File: config.mk
export PLATFORM = sky130hd
export DESIGN_NAME = nru_page_replacement
export DESIGN_NICKNAME = d
export VERILOG_FILES = /design/src/hw/rtl/nru_pkg.sv /design/src/hw/rtl/nru_scan_unit.sv /design/src/hw/rtl/nru_page_replacement.sv
export SDC_FILE = /design/constraint.sdc
export NUM_CORES = 1
export LEC_CHECK = 0
export ABC_AREA = 0
export BUFFER_PORTS_ARGS = -buffer_cell sky130_fd_sc_hd__buf_2
export CORE_MARGIN = 8
export CORE_UTILIZATION = 62
export DETAILED_ROUTE_END_ITERATION = 12
export GPL_TIMING_DRIVEN = 0
export PLACE_DENSITY_LB_ADDON = 0.15
export SLEW_MARGIN = 0
export SYNTH_ARGS = -nofsm -noshare
export SYNTH_HDL_FRONTEND = slang
export SYNTH_SLANG_ARGS = --single-unit
File: constraint.sdc
create_clock -name clk -period 6.8 [get_ports clk]
set_input_delay 0.68 -clock clk [delete_from_list [all_inputs] [get_ports clk]]
set_output_delay 0.68 -clock clk [all_outputs]
set_load 0.05 [all_outputs]
File: src/hw/rtl/nru_pkg.sv
// ----------------------------------------------------------------------------
// NRU package
// Shared types and constants for the not-recently-used page replacement block.
// ----------------------------------------------------------------------------
`default_nettype none

package nru_pkg;

	localparam int FRAMES_DEFAULT = 16;
	localparam int PAGE_BITS = 16;
	localparam int FIU_W = 5;
	localparam int PERIOD_W = 8;
	localparam int TOTAL_W = 32;
	localparam int CFG_IDX_W = 1;
	localparam int CFG_DATA_W = 8;

	localparam logic [FIU_W-1:0] FIU_RESET = 5'd16;
	localparam logic [PERIOD_W-1:0] PERIOD_RESET = 8'd10;

	localparam logic [CFG_IDX_W-1:0] CFG_FRAMES_IN_USE = 1'd0;
	localparam logic [CFG_IDX_W-1:0] CFG_CLEAR_PERIOD = 1'd1;

	typedef struct packed {
		logic [PAGE_BITS-1:0] page_number;
		logic dirty;
	} ref_t;

	typedef struct packed {
		logic hit;
		logic victim_valid;
		logic [PAGE_BITS-1:0] victim_page;
		logic [TOTAL_W-1:0] hit_total;
		logic [TOTAL_W-1:0] fault_total;
	} res_t;

	typedef struct packed {
		logic match;
		logic free;
		logic better;
		logic above;
	} scan_flags_t;

endpackage

`default_nettype wire

File: src/hw/rtl/nru_scan_unit.sv
// ----------------------------------------------------------------------------
// NRU scan unit
// Compares one frame entry per cycle against the looked-up page, the current
// best victim candidate and the rank being removed from the age order.
// ----------------------------------------------------------------------------
`default_nettype none

module nru_scan_unit
	import nru_pkg::*;
#(
	parameter int RANK_W = 4
) (
	input  wire logic                 entry_valid,
	input  wire logic [PAGE_BITS-1:0] entry_page,
	input  wire logic [1:0]           entry_class,
	input  wire logic [RANK_W-1:0]    entry_rank,
	input  wire logic [PAGE_BITS-1:0] key_page,
	input  wire logic                 best_found,
	input  wire logic [1:0]           best_class,
	input  wire logic [RANK_W-1:0]    best_rank,
	input  wire logic [RANK_W-1:0]    drop_rank,
	output scan_flags_t               flags
);

	always_comb begin
		flags.match = entry_valid && (entry_page == key_page);
		flags.free = !entry_valid;
		flags.better = entry_valid && (!best_found || (entry_class < best_class) ||
			((entry_class == best_class) && (entry_rank < best_rank)));
		flags.above = entry_valid && (entry_rank > drop_rank);
	end

endmodule

`default_nettype wire

File: src/hw/rtl/nru_page_replacement.sv
// ----------------------------------------------------------------------------
// NRU page replacement
// Not-recently-used page replacement over a small pool of frames.
// ----------------------------------------------------------------------------
// Each reference is handled by a sequencer that walks the frame table one
// entry per cycle through a single compare unit. A reference passes through
// a transfer, a lookup walk and a commit. A miss with a free frame, while
// fewer frames are resident than the frames-in-use limit, walks all FRAMES
// entries. A hit ends the lookup at the matching frame and adds a walk over
// all FRAMES entries that closes the gap in the age order. A miss with no
// free frame, or at the frames-in-use limit, adds a victim walk and that
// same age walk. The result sits in an output register, so the next reference
// is taken while it waits for its transfer; a commit waits only while the
// previous result is still held by the receiver.
`default_nettype none

module nru_page_replacement
	import nru_pkg::*;
#(
	parameter int FRAMES = FRAMES_DEFAULT
) (
	input  wire logic                  clk,
	input  wire logic                  arst_n,
	input  wire logic                  ref_valid,
	output logic                       ref_stall,
	input  wire ref_t                  ref_data,
	output logic                       res_valid,
	input  wire logic                  res_stall,
	output res_t                       res_data,
	input  wire logic                  cfg_we,
	input  wire logic [CFG_IDX_W-1:0]  cfg_index,
	input  wire logic [CFG_DATA_W-1:0] cfg_data
);

	localparam int IDX_W = (FRAMES > 1) ? $clog2(FRAMES) : 1;
	localparam int RC_W = $clog2(FRAMES + 1);

	typedef enum logic [4:0] {
		S_IDLE   = 5'b00001,
		S_LOOKUP = 5'b00010,
		S_VSCAN  = 5'b00100,
		S_DROP   = 5'b01000,
		S_WRITE  = 5'b10000
	} state_t;

	state_t state_q;

	logic [FRAMES-1:0]    entry_valid_q;
	logic [PAGE_BITS-1:0] entry_page_q [FRAMES];
	logic [1:0]           entry_class_q [FRAMES];
	logic [IDX_W-1:0]     entry_rank_q [FRAMES];

	logic [FIU_W-1:0]     fiu_q;
	logic [PERIOD_W-1:0]  clear_period_q;
	logic [PERIOD_W-1:0]  period_q;
	logic [RC_W-1:0]      resident_q;
	logic [TOTAL_W-1:0]   hits_q;
	logic [TOTAL_W-1:0]   faults_q;

	logic [IDX_W-1:0]     idx_q;
	logic [PAGE_BITS-1:0] page_q;
	logic                 dirty_q;
	logic                 hit_q;
	logic                 hit_mod_q;
	logic                 evict_q;
	logic [IDX_W-1:0]     slot_q;
	logic                 free_found_q;
	logic [IDX_W-1:0]     free_slot_q;
	logic                 best_found_q;
	logic [IDX_W-1:0]     best_slot_q;
	logic [1:0]           best_class_q;
	logic [IDX_W-1:0]     best_rank_q;
	logic [PAGE_BITS-1:0] best_page_q;
	logic [IDX_W-1:0]     tgt_rank_q;

	logic                 res_valid_q;
	res_t                 res_q;

	scan_flags_t          flags;
	logic                 ref_xfer;
	logic                 last_idx;
	logic                 commit;
	logic [RC_W-1:0]      cap;
	logic [PERIOD_W-1:0]  period_eff;
	logic [PERIOD_W:0]    period_inc;
	logic [PERIOD_W-1:0]  period_next;
	logic                 cur_free_found;
	logic [IDX_W-1:0]     cur_free_slot;
	logic [TOTAL_W-1:0]   hits_next;
	logic [TOTAL_W-1:0]   faults_next;
	logic [IDX_W-1:0]     rank_top;

	nru_scan_unit #(
		.RANK_W(IDX_W)
	) u_scan (
		.entry_valid(entry_valid_q[idx_q]),
		.entry_page (entry_page_q[idx_q]),
		.entry_class(entry_class_q[idx_q]),
		.entry_rank (entry_rank_q[idx_q]),
		.key_page   (page_q),
		.best_found (best_found_q),
		.best_class (best_class_q),
		.best_rank  (best_rank_q),
		.drop_rank  (tgt_rank_q),
		.flags      (flags)
	);

	assign ref_stall = (state_q != S_IDLE);
	assign ref_xfer = ref_valid && !ref_stall;
	assign res_valid = res_valid_q;
	assign res_data = res_q;
	assign last_idx = (idx_q == IDX_W'(FRAMES - 1));
	assign commit = (state_q == S_WRITE) && (!res_valid_q || !res_stall);
	assign rank_top = IDX_W'(resident_q - RC_W'(1));

	always_comb begin
		if (fiu_q == '0) begin
			cap = RC_W'(1);
		end else if (int'(fiu_q) > FRAMES) begin
			cap = RC_W'(FRAMES);
		end else begin
			cap = RC_W'(fiu_q);
		end
		period_eff = (clear_period_q == '0) ? PERIOD_W'(1) : clear_period_q;
		period_inc = {1'b0, period_q} + (PERIOD_W + 1)'(1);
		period_next = (period_inc >= {1'b0, period_eff}) ? '0 : period_inc[PERIOD_W-1:0];
		cur_free_found = free_found_q || flags.free;
		cur_free_slot = free_found_q ? free_slot_q : idx_q;
		hits_next = (hits_q == '1) ? hits_q : hits_q + TOTAL_W'(1);
		faults_next = (faults_q == '1) ? faults_q : faults_q + TOTAL_W'(1);
	end

	always_ff @(posedge clk or negedge arst_n) begin
		if (!arst_n) begin
			fiu_q <= FIU_RESET;
			clear_period_q <= PERIOD_RESET;
		end else if (cfg_we) begin
			unique case (cfg_index)
				CFG_FRAMES_IN_USE: fiu_q <= cfg_data[FIU_W-1:0];
				CFG_CLEAR_PERIOD: clear_period_q <= cfg_data[PERIOD_W-1:0];
				default: ;
			endcase
		end
	end

	always_ff @(posedge clk or negedge arst_n) begin
		if (!arst_n) begin
			state_q <= S_IDLE;
			idx_q <= '0;
			period_q <= '0;
			resident_q <= '0;
			hits_q <= '0;
			faults_q <= '0;
			entry_valid_q <= '0;
			hit_q <= 1'b0;
			evict_q <= 1'b0;
			free_found_q <= 1'b0;
			best_found_q <= 1'b0;
			res_valid_q <= 1'b0;
		end else begin
			if (res_valid_q && !res_stall && !commit) begin
				res_valid_q <= 1'b0;
			end
			unique case (state_q)
				S_IDLE: begin
					if (ref_xfer) begin
						period_q <= period_next;
						idx_q <= '0;
						hit_q <= 1'b0;
						evict_q <= 1'b0;
						free_found_q <= 1'b0;
						best_found_q <= 1'b0;
						state_q <= S_LOOKUP;
					end
				end
				S_LOOKUP: begin
					if (flags.match) begin
						hit_q <= 1'b1;
						idx_q <= '0;
						state_q <= S_DROP;
					end else begin
						if (flags.free && !free_found_q) begin
							free_found_q <= 1'b1;
						end
						if (last_idx) begin
							idx_q <= '0;
							if ((resident_q < cap) && cur_free_found) begin
								state_q <= S_WRITE;
							end else begin
								state_q <= S_VSCAN;
							end
						end else begin
							idx_q <= idx_q + IDX_W'(1);
						end
					end
				end
				S_VSCAN: begin
					if (flags.better) begin
						best_found_q <= 1'b1;
					end
					if (last_idx) begin
						idx_q <= '0;
						if (best_found_q || flags.better) begin
							evict_q <= 1'b1;
							state_q <= S_DROP;
						end else begin
							state_q <= S_WRITE;
						end
					end else begin
						idx_q <= idx_q + IDX_W'(1);
					end
				end
				S_DROP: begin
					if (last_idx) begin
						idx_q <= '0;
						state_q <= S_WRITE;
					end else begin
						idx_q <= idx_q + IDX_W'(1);
					end
				end
				S_WRITE: begin
					if (commit) begin
						res_valid_q <= 1'b1;
						state_q <= S_IDLE;
						if (hit_q) begin
							hits_q <= hits_next;
						end else begin
							faults_q <= faults_next;
							entry_valid_q[slot_q] <= 1'b1;
							if (!evict_q) begin
								resident_q <= resident_q + RC_W'(1);
							end
						end
					end
				end
				default: state_q <= S_IDLE;
			endcase
		end
	end

	always_ff @(posedge clk) begin
		unique case (state_q)
			S_IDLE: begin
				if (ref_xfer) begin
					page_q <= ref_data.page_number;
					dirty_q <= ref_data.dirty;
					if (period_q == '0) begin
						for (int i = 0; i < FRAMES; i++) begin
							if (entry_valid_q[i]) begin
								entry_class_q[i][1] <= 1'b0;
							end
						end
					end
				end
			end
			S_LOOKUP: begin
				if (flags.match) begin
					slot_q <= idx_q;
					tgt_rank_q <= entry_rank_q[idx_q];
					hit_mod_q <= entry_class_q[idx_q][0];
				end else begin
					if (flags.free && !free_found_q) begin
						free_slot_q <= idx_q;
					end
					if (last_idx) begin
						slot_q <= cur_free_slot;
					end
				end
			end
			S_VSCAN: begin
				if (flags.better) begin
					best_slot_q <= idx_q;
					best_class_q <= entry_class_q[idx_q];
					best_rank_q <= entry_rank_q[idx_q];
					best_page_q <= entry_page_q[idx_q];
				end
				if (last_idx) begin
					if (flags.better) begin
						slot_q <= idx_q;
						tgt_rank_q <= entry_rank_q[idx_q];
					end else if (best_found_q) begin
						slot_q <= best_slot_q;
						tgt_rank_q <= best_rank_q;
					end else begin
						slot_q <= free_slot_q;
					end
				end
			end
			S_DROP: begin
				if (flags.above && (idx_q != slot_q)) begin
					entry_rank_q[idx_q] <= entry_rank_q[idx_q] - IDX_W'(1);
				end
			end
			S_WRITE: begin
				if (commit) begin
					res_q.hit <= hit_q;
					res_q.victim_valid <= evict_q;
					res_q.victim_page <= evict_q ? best_page_q : '0;
					res_q.hit_total <= hit_q ? hits_next : hits_q;
					res_q.fault_total <= hit_q ? faults_q : faults_next;
					if (hit_q) begin
						entry_class_q[slot_q] <= {1'b1, hit_mod_q | dirty_q};
						entry_rank_q[slot_q] <= rank_top;
					end else begin
						entry_page_q[slot_q] <= page_q;
						entry_class_q[slot_q] <= {1'b1, dirty_q};
						entry_rank_q[slot_q] <= evict_q ? rank_top : IDX_W'(resident_q);
					end
				end
			end
			default: ;
		endcase
	end

	a_resident_count: assert property (@(posedge clk) disable iff (!arst_n)
		$countones(entry_valid_q) == int'(resident_q))
		else $error("resident count disagrees with valid frames");

	a_hit_no_victim: assert property (@(posedge clk) disable iff (!arst_n)
		res_valid_q && res_q.hit |-> !res_q.victim_valid)
		else $error("hit reported together with an eviction");

	a_victim_page_zero: assert property (@(posedge clk) disable iff (!arst_n)
		res_valid_q && !res_q.victim_valid |-> res_q.victim_page == '0)
		else $error("victim page nonzero without an eviction");

	a_drop_reason: assert property (@(posedge clk) disable iff (!arst_n)
		state_q == S_DROP |-> (hit_q || evict_q))
		else $error("age walk entered without a hit or an eviction");

	a_resident_cap: assert property (@(posedge clk) disable iff (!arst_n)
		int'(resident_q) <= FRAMES)
		else $error("resident count exceeds frame pool");

endmodule

`default_nettype wire
# After elaboration in Yosys (flattened, before gate mapping)
# Memories as Yosys holds them, arrays and structs flattened.
# Cells that the tools add are included.
[op_classes]
add_sub_neg = 7
order_cmp = 9
n_eq_ne = 23
mux = 151
bitwise = 8
n_reduce_logical = 51
[op_table]
columns = ["op", "n"]
rows = [
  ["$mux W32", 4],
  ["$mux W1", 104],
  ["$mux W4", 18],
  ["$add A32 B1 Y32 const B", 2],
  ["$eq A32 B32 Y1 const B", 2],
  ["$mux W5", 10],
  ["$pmux W5 S5", 1],
  ["$ne A2 B2 Y1 const B", 9],
  ["$eq A16 B16 Y1", 1],
  ["$logic_not A8 Y1", 2],
  ["$mux W8", 2],
  ["$or A16 B16 Y16", 1],
  ["$pmux W4 S2", 2],
  ["$reduce_and A4 Y1", 4],
  ["$reduce_and A3 Y1", 5],
  ["$reduce_and A2 Y1", 7],
  ["$logic_and A1 B1 Y1", 12],
  ["$pmux W4 S3", 1],
  ["$lt A4 B5 Y1 const B", 2],
  ["$add A8 B1 Y9 const B", 1],
  ["$ge A9 B8 Y1", 1],
  ["$pmux W1 S2", 4],
  ["$sub A4 B1 Y4 const B", 2],
  ["$logic_not A1 Y1", 7],
  ["30 further kinds", 45],
]
[totals]
ff_bits = 258
ramBits = 352
inputBits = 31
out_inout_bits = 84
elab_cells = 281
n_memories = 3
[mem_list]
columns = ["memory", "depth", "word_bits", "rd", "rd_ports_with_merged_regs", "wr", "line", "source"]
rows = [
  ["entry_page_q", 16, 16, 1, 0, 1, "nru_page_replacement.sv:49", "logic [PAGE_BITS-1:0] entry_page_q [FRAMES];"],
  ["entry_rank_q", 16, 4, 1, 0, 1, "nru_page_replacement.sv:51", "logic [IDX_W-1:0] entry_rank_q [FRAMES];"],
  ["entry_class_q", 16, 2, 1, 0, 16, "nru_page_replacement.sv:50", "logic [1:0] entry_class_q [FRAMES];"],
]

# Longest topological paths before layout
# Gate-level depths: netlist (run 1).
[logic_depth]
depth_word = 9
mapped_depth = 18
depth_no_buf = 12

# Modules after synthesis
# Synthesis (run 1) repeated with hierarchy kept, for this count alone.
[hier_totals]
hier_cells = 1748
area_unflattened_um2 = 25725.9
[modules_own_cells]
columns = ["mod", "n_inst", "cells_per_inst", "area_each_um2", "seq_area_each_um2"]
rows = [
  ["nru_page_replacement", 1, 1691, 25309.3, 17561.8],
  ["nru_scan_unit", 1, 57, 416.6, 0.0],
]

# Worst setup path before layout (run 1)
# Ideal clock, no wire load.
[synth_path]
kind = "flip-flop to flip-flop"
startpoint = "reg idx_q[1]"
endpoint = "reg slot_q[3], data pin"
setup_ps = 258
arrival_time_ps = 5361
t_required_ps = 6542
path_slack_ps = 1181
path_stages_with_launch = 14
n_path_buf = 5
period_less_slack_ps = 5619
cell_sequence = "dfrtp_1 > buf_2 > buf_2 > buf_2 > buf_1 > clkbuf_1 > mux4_2 > mux4_2 > ha_1 > nand2_1 > o311a_1 > nor2_1 > nor3_1 > o221a_2"
[synth_via]
elab_chain_len = 8
word_cells_on_any_way = 18
classes_between = "2 x order compare; 2 x eq/ne; 6 x mux; 5 x reduce/logical; 3 x memory"
[synth_rtl]
columns = ["element", "line", "source"]
rows = [
  ["from (decl)", "nru_page_replacement.sv:60", "logic [IDX_W-1:0] idx_q;"],
  ["from (signal assigned)", "nru_page_replacement.sv:193", "idx_q <= idx_q + IDX_W'(1);"],
  ["from (signal assigned)", "nru_page_replacement.sv:210", "idx_q <= idx_q + IDX_W'(1);"],
  ["from (signal assigned)", "nru_page_replacement.sv:218", "idx_q <= idx_q + IDX_W'(1);"],
  ["$mem_v2 Z16 W2 (*)", "n/a", ""],
  ["named net u_scan.entry_class[1]", "nru_scan_unit.sv:15", "input wire logic [1:0] entry_class,"],
  ["$lt A2 B2 Y1 or $eq A2 B2 Y1 (tied branches)", "nru_scan_unit.sv:28, nru_scan_unit.sv:29", ""],
  ["$logic_or A1 B1 Y1 or $logic_and A1 B1 Y1 (tied branches)", "nru_scan_unit.sv:28, nru_scan_unit.sv:29", ""],
  ["$logic_or A1 B1 Y1 (*)", "nru_scan_unit.sv:28", "flags.better = entry_valid && (!best_found || (entry_class < best_class) ||"],
  ["$logic_and A1 B1 Y1 (*)", "nru_scan_unit.sv:28", ""],
  ["$mux W4 (*)", "nru_page_replacement.sv:278", "if (flags.better) begin"],
  ["$mux W4 (*)", "nru_page_replacement.sv:277", "if (last_idx) begin"],
  ["$pmux W4 S2 (*)", "nru_page_replacement.sv:242", "unique case (state_q)"],
  ["to (signal assigned)", "nru_page_replacement.sv:279", "slot_q <= idx_q;"],
  ["to (signal assigned)", "nru_page_replacement.sv:282", "slot_q <= best_slot_q;"],
  ["to (signal assigned)", "nru_page_replacement.sv:285", "slot_q <= free_slot_q;"],
  ["to (decl)", "nru_page_replacement.sv:66", "logic [IDX_W-1:0] slot_q;"],
]
# Mark *: on every way through the listed nets, which the timed path passes. The rest lies on a longest branch. The select of a mux whose other input is x is not followed.
# A chain may end at the register's enable or synchronous reset.

# Final worst setup path (run 1)
# Ends and elaborated chain as after synthesis.

==> results.yml, run 1 <==
run_status:
  outcome: "finished clean"
finish:
  layout.cells.most_common_list: "474 x sky130_fd_sc_hd__edfxtp_1, 170 x sky130_fd_sc_hd__nand2_1, 129 x sky130_fd_sc_hd__buf_2"
  final_nets: 2035
  layoutNonFillerInstCount: 2563
  share_of_post_route_cells_with_drive_strength_above_1: 0.199
  syn_to_final_growth_pct: 14.4
  layout.cells.most_common: "sky130_fd_sc_hd__edfxtp_1"
  insertedDiodeCount: 0
hold_path:
  min_path_type: "in -> reg"
  whs_path_depth: 1
  hp-start: "ref_data[6]"
  min_delay_worst_endpoint: "page_q[5]"
grt:
  grt_remaining_overflow: 0
  antenna_violations_before_repair: 0
  via_count_of_the_first_global_routing_pass: 15900
  wire_length_of_the_first_global_routing_pass_um: 96000
  grt_use_total: 0.256
  grt_max_degree: 97
worst_setup_path:
  regToRegStartpoint: "idx_q[1]"
  timing.critical_path.arrival_ns: 6.75
  ff2ff_setup_slack_ns: 0.43
  worst_ep_required_time_ns: 7.18
  worst_r2r_path_cells: 13
  critical_path_endpoint_category: "flip-flop"
  reg2reg_to: "slot_q[3]"
  crit_path_max_fanout: 14
  setup.worst_path.class: "reg -> reg"
  cp-start-kind: "flip-flop"
power:
  p_leak_nw: 10.8
  power-per-cell-area_nw_per_um2: 331
  maximum_vdd_drop_mv: 0.275
  design_power_total_mw: 9.90
drt:
  routed_wirelength_um: 62700
  first_pass_iters: 5
  vias_after_detailed_routing: 15600
  detail-route-antenna-nets: 0
  post-route-drc-count: 0
  drt-wirelength-per-cell_um: 24.4
  drtIter0Drc: 1549
  drt-vias-per-instance: 6.08
placed_design:
  preCtsSetupSlack_ns: 0.166
  numPlacedInstances: 2450
  gp_congestion: 0.918
  final_hpwl_dp_um: 43800
  quantity_of_i_o_buffers_inserted_on_ports: 114
yosys:
  main_flop_type_after_synthesis: "sky130_fd_sc_hd__edfxtp_1"
  syn-cell-area_um2: 26100
  part_of_the_yosys_area_used_for_sequential_elements: 0.672
  synthesized_net_count: 1829
  post_synth_inst_count: 1769
  ys_seq_elements: 610
  number_of_distinct_standard_cells_referenced_by_the_synthesized_netlist: 69
  warning_count_from_the_yosys_run: 0
  synth_enable_flop_cells: 474
  ys_async_sr_fraction: 0.197
  post_synth.cell_area_avg_um2: 14.8
clocking:
  clock-root-buffer: "sky130_fd_sc_hd__clkbuf_16"
  cts.sinks: 610
  clkLatencyLatePin_ns: 0.64
  inserted_clock_buffers: 59
  clk_transition_reported_paths_ns: 0.06
  post_cts_resize_count: 0
  cts_tree: "built"
  ctsLongestPathBuffers: 3
  htree_levels: 2
die:
  rows: 75
  top_level_ports: 115
  die_h_um: 221
  design.core.area_um2: 41800
  area_of_the_die_um2: 49000
  dieWidth_um: 221
  floorplan.initialDensity: 0.626
timing:
  max_clock_freq_mhz: 157
  max_slew.worst_pin.slew_ns: 1.14
  clock_tree_skew_after_final_layout_ns: 0.0283
  final_hold_viol_count: 0
  tns_ns: 0
  post-route-period-util: 0.937
  clock_period_minus_worst_slack_ns: 6.37
  final_setup_fails: 0
  worst_slew_margin_relative_to_its_limit: 0.238
  maxSlewViolCount: 0
  unrepaired_setup_endpoints_after_global_routing: "no"
  final_critical_path_setup_slack_ns: 0.428
flow_run:
  maxCapViolCount: 0
## cell families (layout without fill, tap and decap cells)
kind of cell             Yosys count  count (layout)  share of synthesized area
AO/OA/AOI/OAI                    144             144                     0.0390
XOR/XNOR                         166             166                     0.0556
adder cells (fa/ha/maj)           29              29                     0.0139
buffers and inverters            134             388                     0.0220
flip-flops                       610             610                      0.672
multiplexers                     171             171                      0.102
AND/OR/NAND/NOR                  515             516                     0.0960
## power by group
part | total [mW] | switching, mW | internal, mW
Sequential | 4.52 | 0.165 | 4.35
Clock | 3.29 | 1.39 | 1.91
Combinational | 2.09 | 1.27 | 0.817
## cell type report
class / count / area, um^2
Buffer: 82 / 384
Clock inverter: 38 / 405
Tap cell: 539 / 674
Multi-Input combinational cell: 1026 / 8090
Fill cell: 2729 / 11900
Inverter: 52 / 195
Clock buffer: 72 / 1540
Timing Repair Buffer: 144 / 1060
Sequential cell: 610 / 17600
## worst max-delay path by stage
stage                          from            endpoint  slack, ns  depth (start not counted)
after floorplan            idx_q[1]           slot_q[3]       1.18                         13
after global placement    res_stall  entry_rank_q[0][2]      -1.33                          7
after detailed placement   idx_q[1]           slot_q[3]       0.17                         13
after CTS                  idx_q[1]           slot_q[3]       0.15                         13
after global routing       idx_q[1]           slot_q[2]       0.23                         13
final                      idx_q[1]           slot_q[3]       0.43                         13
## critical path: stages (launching register included)
cell                       delay (ns)
sky130_fd_sc_hd__dfrtp_1         0.61
sky130_fd_sc_hd__buf_2           0.36
sky130_fd_sc_hd__buf_2           0.37
sky130_fd_sc_hd__buf_2           0.43
sky130_fd_sc_hd__buf_1           0.65
sky130_fd_sc_hd__clkbuf_1        0.64
sky130_fd_sc_hd__mux4_2          0.62
sky130_fd_sc_hd__mux4_2          0.55
sky130_fd_sc_hd__ha_1            0.33
sky130_fd_sc_hd__nand2_1         0.06
sky130_fd_sc_hd__o311a_1         0.45
sky130_fd_sc_hd__nor2_4          0.50
sky130_fd_sc_hd__nor3_1          0.22
sky130_fd_sc_hd__o221a_2         0.32
## sequential cells by signal (all words and copies together), names as in the netlist, 5 cells and up
name,count
res_data,82
state_q,5
entry_valid_q,16
page_q,16
faults_q,32
fiu_q,5
clear_period_q,8
resident_q,5
entry_class_q,32
best_page_q,16
entry_rank_q,64
hits_q,32
entry_page_q,256
period_q,8
## layer usage
metal	vias to the layer above	GRT usage	wire length (um)
met5	-	0	0
met4	0	0.121	2940
met3	163	0.0394	4150
met2	653	0.429	30700
met1	7771	0.327	24800
li1	6996	-	-
## synth_stat cells, drive strengths merged (26+ instances only)
cell type | count | share of area
mux4 | 74 | 0.064
mux2i | 76 | 0.029
nor3 | 41 | 0.0078
o21ai | 29 | 0.0057
xnor2 | 100 | 0.033
dfrtp | 116 | 0.11
xor2 | 66 | 0.022
buf | 34 | 0.0077
ha | 29 | 0.014
nor2 | 97 | 0.014
clkbuf | 48 | 0.0069
and2 | 26 | 0.0062
nand3 | 47 | 0.0090
nand2 | 170 | 0.024
edfxtp | 474 | 0.54
inv | 50 | 0.0072
## stage by stage
step	hold WS, ns	utilization	cell area (um^2)
floorplan	0.384	-	26100
global placement	0.428	0.656	27400
detailed placement	0.435	0.668	27900
CTS	0.186	0.715	29900
global route	0.201	0.716	29900
finish	0.219	0.716	29900
## timing repair
action                     4_1_cts  5_1_grt
setup endpoints to repair        0        4
hold endpoints to repair        24        0
hold buffers                     1        0
setup buffers                    0        0
Note: power is estimated with default switching activity, not from simulation.
==> run 2: changes to the inputs <==
Settings changed: RECOVER_POWER set to 100, REMOVE_ABC_BUFFERS set to 1.
==> results.yml, run 2 (synthesis gave the netlist of run 1 again) <==
die:
  die_h_um: 221
  design.core.area_um2: 41800
  top_level_ports: 115
  floorplan.initialDensity: 0.626
  dieWidth_um: 221
  area_of_the_die_um2: 49000
  rows: 75
placed_design:
  gp_congestion: 0.851
  quantity_of_i_o_buffers_inserted_on_ports: 114
  post_dp_cell_area_um2: 27700
  final_hpwl_dp_um: 38400
grt:
  grt_remaining_overflow: 0
  antenna_violations_before_repair: 0
  grt_use_total: 0.235
  grt_max_degree: 76
  wire_length_of_the_first_global_routing_pass_um: 90200
  via_count_of_the_first_global_routing_pass: 15500
run_status:
  outcome: "finished with violations"
  violations: "capacitance limit, slew limit"
timing:
  worst_slew_margin_relative_to_its_limit: -0.805
  max_clock_freq_mhz: 171
  post-route-period-util: 0.860
  maxSlewViolCount: 224
  unrepaired_setup_endpoints_after_global_routing: "no"
  clock_period_minus_worst_slack_ns: 5.85
  clock_tree_skew_after_final_layout_ns: 0.0315
  max_slew.worst_pin.slew_ns: 2.71
  final_setup_fails: 0
  final_hold_viol_count: 0
drt:
  first_pass_iters: 5
  routed_wirelength_um: 57600
  detail-route-antenna-nets: 0
  vias_after_detailed_routing: 15200
  drtIter0Drc: 1474
  drt-vias-per-instance: 6.10
  drt-wirelength-per-cell_um: 23.2
  post-route-drc-count: 0
power:
  switching_share: 0.273
  design_power_total_mw: 9.94
  maximum_vdd_drop_mv: 0.265
  power-per-cell-area_nw_per_um2: 339
  p_comb_frac: 0.186
  power_switching_mw: 2.72
  clock_power_share: 0.349
  seq_power_share: 0.465
  internal_power_summed_over_all_cells_mw: 7.23
  p_leak_nw: 10.3
finish:
  design_area_um2: 29300
  post-route-util: 0.701
  num-fill-cells: 2819
  final_nets: 1959
  largest_register_ffs: 256
  share_of_post_route_cells_with_drive_strength_above_1: 0.131
  layout.cells.most_common: "sky130_fd_sc_hd__edfxtp_1"
  max_flop_register: "entry_page_q"
  layout.cells.most_common_list: "474 x sky130_fd_sc_hd__edfxtp_1, 170 x sky130_fd_sc_hd__nand2_1, 127 x sky130_fd_sc_hd__clkbuf_1"
  syn_to_final_growth_pct: 12.0
  insertedDiodeCount: 0
hold_path:
  whs_path_depth: 1
  min_path_type: "in -> reg"
clocking:
  cts_tree: "built"
  clock-root-buffer: "sky130_fd_sc_hd__clkbuf_16"
  post-cts-setup-buffers: 0
  post_cts_resize_count: 0
  ctsLongestPathBuffers: 3
  inserted_clock_buffers: 59
  clkLatencyLatePin_ns: 0.64
  ctsHoldBuffers: 1
  clk_transition_reported_paths_ns: 0.06
  cts.sinks: 610
  htree_levels: 2
worst_setup_path:
  worst_r2r_path_cells: 8
  timing.critical_path.arrival_ns: 6.08
  critical_path_endpoint_category: "flip-flop"
  cp-start-kind: "flip-flop"
  crit_chain: "inv_2 -> mux4_2 -> ha_1 -> a21oi_1 -> a21boi_0 -> o311a_1 -> nor2_4 -> clkbuf_1"
  critical-path-slowest-cell: "sky130_fd_sc_hd__dfrtp_1"
  worst_ep_required_time_ns: 7.03
  max_stage_delay_ns: 1.46
  setup.worst_path.class: "reg -> reg"
  crit_path_max_fanout: 38
flow_run:
  maxCapViolCount: 5
==> run 2: changes by cell type in the layout (fill, tap and decap cells not counted), sizes merged <==
cell | before | now
buf | 177 | 37
bufinv | 8 | 10
clkbuf | 120 | 195
clkinv | 29 | 18
clkinvlp | 3 | 1
nor2 | 98 | 97
==> run 2: critical path, delay by kind of cell (launching register included) <==
kind / cells / cell delay (ns)
buf+inv: 2 / 1.73
flops: 1 / 1.46
fa+ha+maj: 1 / 0.33
compound gates: 3 / 0.66
simple gates: 1 / 0.47
mux: 1 / 0.78
==> run 2: final cells by class <==
| type | count | area, um^2 | share of cell area |
|---|---|---|---|
| clock inverters | 27 | 420 | 0.0144 |
| multi-input cells | 1025 | 8020 | 0.274 |
| repair buffers | 151 | 752 | 0.0257 |
| clock buffers | 82 | 1650 | 0.0565 |
| flip-flops and latches | 610 | 17600 | 0.600 |
| inverters | 52 | 200 | 0.00684 |
| well taps | 539 | 674 | 0.0230 |
==> run 2: path summary, 6_finish.rpt <==
path	start	endpoint	slack (ns)
worst min-delay path	ref_data[4]	page_q[3]	0.21
max in group asynchronous	arst_n	idx_q[2]	2.14
worst max register to register	idx_q[3]	best_slot_q[2]	0.95
min in group asynchronous	arst_n	faults_q[22]	1.46
worst min register to register	entry_class_q[13][1]	entry_class_q[13][1]	0.44
worst max-delay path	idx_q[3]	best_slot_q[2]	0.95
==> run 2: power groups by stage <==
stage / clock, mW / sequential [mW] / combinational, mW
6_report: 3.47 / 4.62 / 1.85
5_1_grt: 3.66 / 4.65 / 2.01
4_1_cts: 3.52 / 4.62 / 1.86
3_5_place_dp: 0 / 4.70 / 1.84
3_3_place_gp: 0 / 4.85 / 1.73
2_1_floorplan: 0 / 4.70 / 1.26
==> run 2: metal layers <==
metal	GRT usage	wire length, um
met1	0.311	23900
met2	0.392	27900
met3	0.0405	4010
met4	0.0799	1850
met5	0	0
==> run 2: through the flow <==
stage,setup WS (ns),hold WS [ns],setup TNS [ns],instances
floorplan,-0.0386,0.384,-0.145,1687
global placement,-3.90,0.430,-797.43,2340
detailed placement,1.59,0.434,0,2375
CTS,1.60,0.187,0,2485
global route,0.755,0.199,0,2486
finish,0.952,0.212,0,2486
==> run 3: changes to the inputs <==
Settings changed: CELL_PAD_IN_SITES_DETAIL_PLACEMENT set to 1, CELL_PAD_IN_SITES_GLOBAL_PLACEMENT set to 1, CORE_UTILIZATION 62 to 52, SYNTH_HIERARCHICAL set to 1.
==> results.yml, run 3 <==
run_status:
  outcome: "finished with violations"
  violations: "capacitance limit, slew limit"
yosys:
  syn-cell-area_um2: 25700
  post-synth-top-count-cell: "sky130_fd_sc_hd__edfxtp_1"
  ys_async_sr_fraction: 0.197
  part_of_the_yosys_area_used_for_sequential_elements: 0.683
  synth.cells.most_frequent: "474 x sky130_fd_sc_hd__edfxtp_1, 136 x sky130_fd_sc_hd__nand2_1, 116 x sky130_fd_sc_hd__dfrtp_1"
  main_flop_type_after_synthesis: "sky130_fd_sc_hd__edfxtp_1"
  warning_count_from_the_yosys_run: 6
  netlist_top_cells_area: "sky130_fd_sc_hd__edfxtp_1 55%, sky130_fd_sc_hd__dfrtp_1 11%, sky130_fd_sc_hd__mux4_2 4.0%"
  synth_top_cell_area_share: 0.553
  synth_enable_flop_cells: 474
  number_of_distinct_standard_cells_referenced_by_the_synthesized_netlist: 68
  ys_seq_elements: 610
  yosys.area.top_type: "sky130_fd_sc_hd__edfxtp_1"
  post_synth_inst_count: 1748
  post_synth.cell_area_avg_um2: 14.7
finish:
  design_area_um2: 29000
  max_flop_register: "entry_page_q"
  num-fill-cells: 4643
  layoutNonFillerInstCount: 2589
  final_nets: 1932
  layout.cells.most_common: "sky130_fd_sc_hd__edfxtp_1"
  largest_register_ffs: 256
  syn_to_final_growth_pct: 12.9
  layout.cells.most_common_list: "474 x sky130_fd_sc_hd__edfxtp_1, 136 x sky130_fd_sc_hd__nand2_1, 120 x sky130_fd_sc_hd__clkbuf_1"
  share_of_post_route_cells_with_drive_strength_above_1: 0.119
  insertedDiodeCount: 0
  post-route-util: 0.594
grt:
  grt_use_total: 0.218
  grt_use_met3: 0.0369
  via_count_of_the_first_global_routing_pass: 16200
  top_usage_layer: "met2"
  grt_remaining_overflow: 0
  antenna_violations_before_repair: 0
  grt_max_degree: 82
  wire_length_of_the_first_global_routing_pass_um: 95400
  met1_usage: 0.267
  grtUsageMet2: 0.391
drt:
  drt-wirelength-per-cell_um: 23.9
  post-route-drc-count: 0
  drtIter0Drc: 987
  drt-vias-per-instance: 5.80
  first_pass_iters: 5
  vias_after_detailed_routing: 15000
  detail-route-antenna-nets: 0
  routed_wirelength_um: 61800
die:
  floorplan.initialDensity: 0.527
  top_level_ports: 115
  area_of_the_die_um2: 56800
  dieWidth_um: 238
  rows: 81
  die_h_um: 238
  design.core.area_um2: 48800
clocking:
  cts_tree: "built"
  cts.sinks: 610
  post-cts-setup-buffers: 0
  inserted_clock_buffers: 66
  clock-root-buffer: "sky130_fd_sc_hd__clkbuf_16"
  clk_transition_reported_paths_ns: 0.06
  clkLatencyLatePin_ns: 0.61
  ctsHoldBuffers: 1
  htree_levels: 3
  post_cts_resize_count: 0
  ctsLongestPathBuffers: 3
timing:
  maxSlewViolCount: 396
  clock_tree_skew_after_final_layout_ns: 0.0260
  post-route-period-util: 0.927
  final_hold_viol_count: 0
  final_critical_path_setup_slack_ns: 0.496
  max_slew.worst_pin.slew_ns: 3.47
  tns_ns: 0
  worst_slew_margin_relative_to_its_limit: -1.31
  finalHoldWorstSlack_ns: 0.237
  unrepaired_setup_endpoints_after_global_routing: "no"
  clock_period_minus_worst_slack_ns: 6.30
  final_setup_fails: 0
  max_clock_freq_mhz: 159
power:
  switching_share: 0.272
  power_switching_mw: 2.71
  maximum_vdd_drop_mv: 0.252
  p_leak_nw: 10.7
  design_power_total_mw: 9.93
  internal_power_summed_over_all_cells_mw: 7.23
  seq_power_share: 0.473
  power-per-cell-area_nw_per_um2: 342
  clock_power_share: 0.364
  p_comb_frac: 0.163
worst_setup_path:
  max_stage_delay_ns: 1.01
  setup.worst_path.class: "reg -> reg"
  critical_path_endpoint_category: "flip-flop"
  worst_r2r_path_cells: 14
  cp-start-kind: "flip-flop"
  critical-path-slowest-cell: "sky130_fd_sc_hd__dfrtp_2"
  crit_path_max_fanout: 35
  crit_chain: "inv_1 -> a221oi_1 -> o21ai_0 -> nand2_1 -> xor2_1 -> nor4_1 -> nand4_1 -> nor3_1 -> inv_1 -> and3_1 -> o21ai_0 -> nor2_1 -> a211oi_1 -> a32o_1"
  worst_ep_required_time_ns: 7.33
  timing.critical_path.arrival_ns: 6.84
flow_run:
  maxCapViolCount: 15
hold_path:
  whs_path_depth: 1
  min_path_type: "in -> reg"
placed_design:
  quantity_of_i_o_buffers_inserted_on_ports: 114
  post_dp_cell_area_um2: 27300
  final_hpwl_dp_um: 38100
  numPlacedInstances: 2467
  gp_congestion: 0.771
  preCtsSetupSlack_ns: 0.795
-- run 3: cell count changes in the layout (fill, tap and decap cells not counted), moves of 9 or more --
cell,before,now
sky130_fd_sc_hd__nand4_1,22,31
sky130_fd_sc_hd__a21oi_1,22,8
sky130_fd_sc_hd__o21ai_0,28,48
sky130_fd_sc_hd__xnor2_1,100,83
sky130_fd_sc_hd__a221oi_1,1,46
sky130_fd_sc_hd__nand2_1,170,136
sky130_fd_sc_hd__mux4_2,74,46
sky130_fd_sc_hd__mux2i_1,76,90
sky130_fd_sc_hd__nor2b_1,13,4
sky130_fd_sc_hd__nor2_1,96,111
-- run 3: final timing paths --
check | start | endpoint | slack [ns]
worst max register to register | idx_q[3] | state_q[4] | 0.50
worst min register to register | entry_class_q[10][1] | entry_class_q[10][1] | 0.45
worst max-delay path | idx_q[3] | state_q[4] | 0.50
worst min-delay path | ref_data[8] | page_q[7] | 0.24
min in group asynchronous | arst_n | faults_q[14] | 1.34
max in group asynchronous | arst_n | idx_q[1] | 1.99
-- run 3: layout make-up --
cell class / instances / area, um^2 / area share
clock inverters: 32 / 375 / 0.0129
well taps: 664 / 831 / 0.0286
clock buffers: 89 / 1810 / 0.0623
multi-input cells: 1017 / 7640 / 0.263
inverters: 42 / 160 / 0.00551
repair buffers: 135 / 649 / 0.0224
flip-flops and latches: 610 / 17600 / 0.605
-- run 3: cells by family after synthesis --
kind of cell,synth area share
AO/OA/AOI/OAI,0.0564
flip-flops,0.683
AND/OR/NAND/NOR,0.0910
XOR/XNOR,0.0535
multiplexers,0.0840
adder cells (fa/ha/maj),0.0141
buffers and inverters,0.0183
-- run 3: worst max-delay path: cells and delay by family, from the launching register on --
kind	cells	cell delay (ns)
buffers and inverters	2	1.04
and+or+nand+nor	6	1.96
DFF	1	1.01
AOI/OAI and AO/OA	5	2.06
xor gates and xnor gates	1	0.13
-- run 3: metal layers --
metal | routed length [um] | part of all wire
met1 | 25500 | 0.41
met4 | 1860 | 0.030
met5 | 0 | 0
met3 | 2340 | 0.038
met2 | 32200 | 0.52
-- run 3: power by group through the flow --
stage / registers, mW / logic (mW) / clock network (mW)
4_1_cts: 4.69 / 1.67 / 3.68
3_3_place_gp: 4.91 / 1.59 / 0
5_1_grt: 4.73 / 1.77 / 3.80
3_5_place_dp: 4.76 / 1.65 / 0
6_report: 4.70 / 1.62 / 3.62
2_1_floorplan: 4.83 / 1.14 / 0
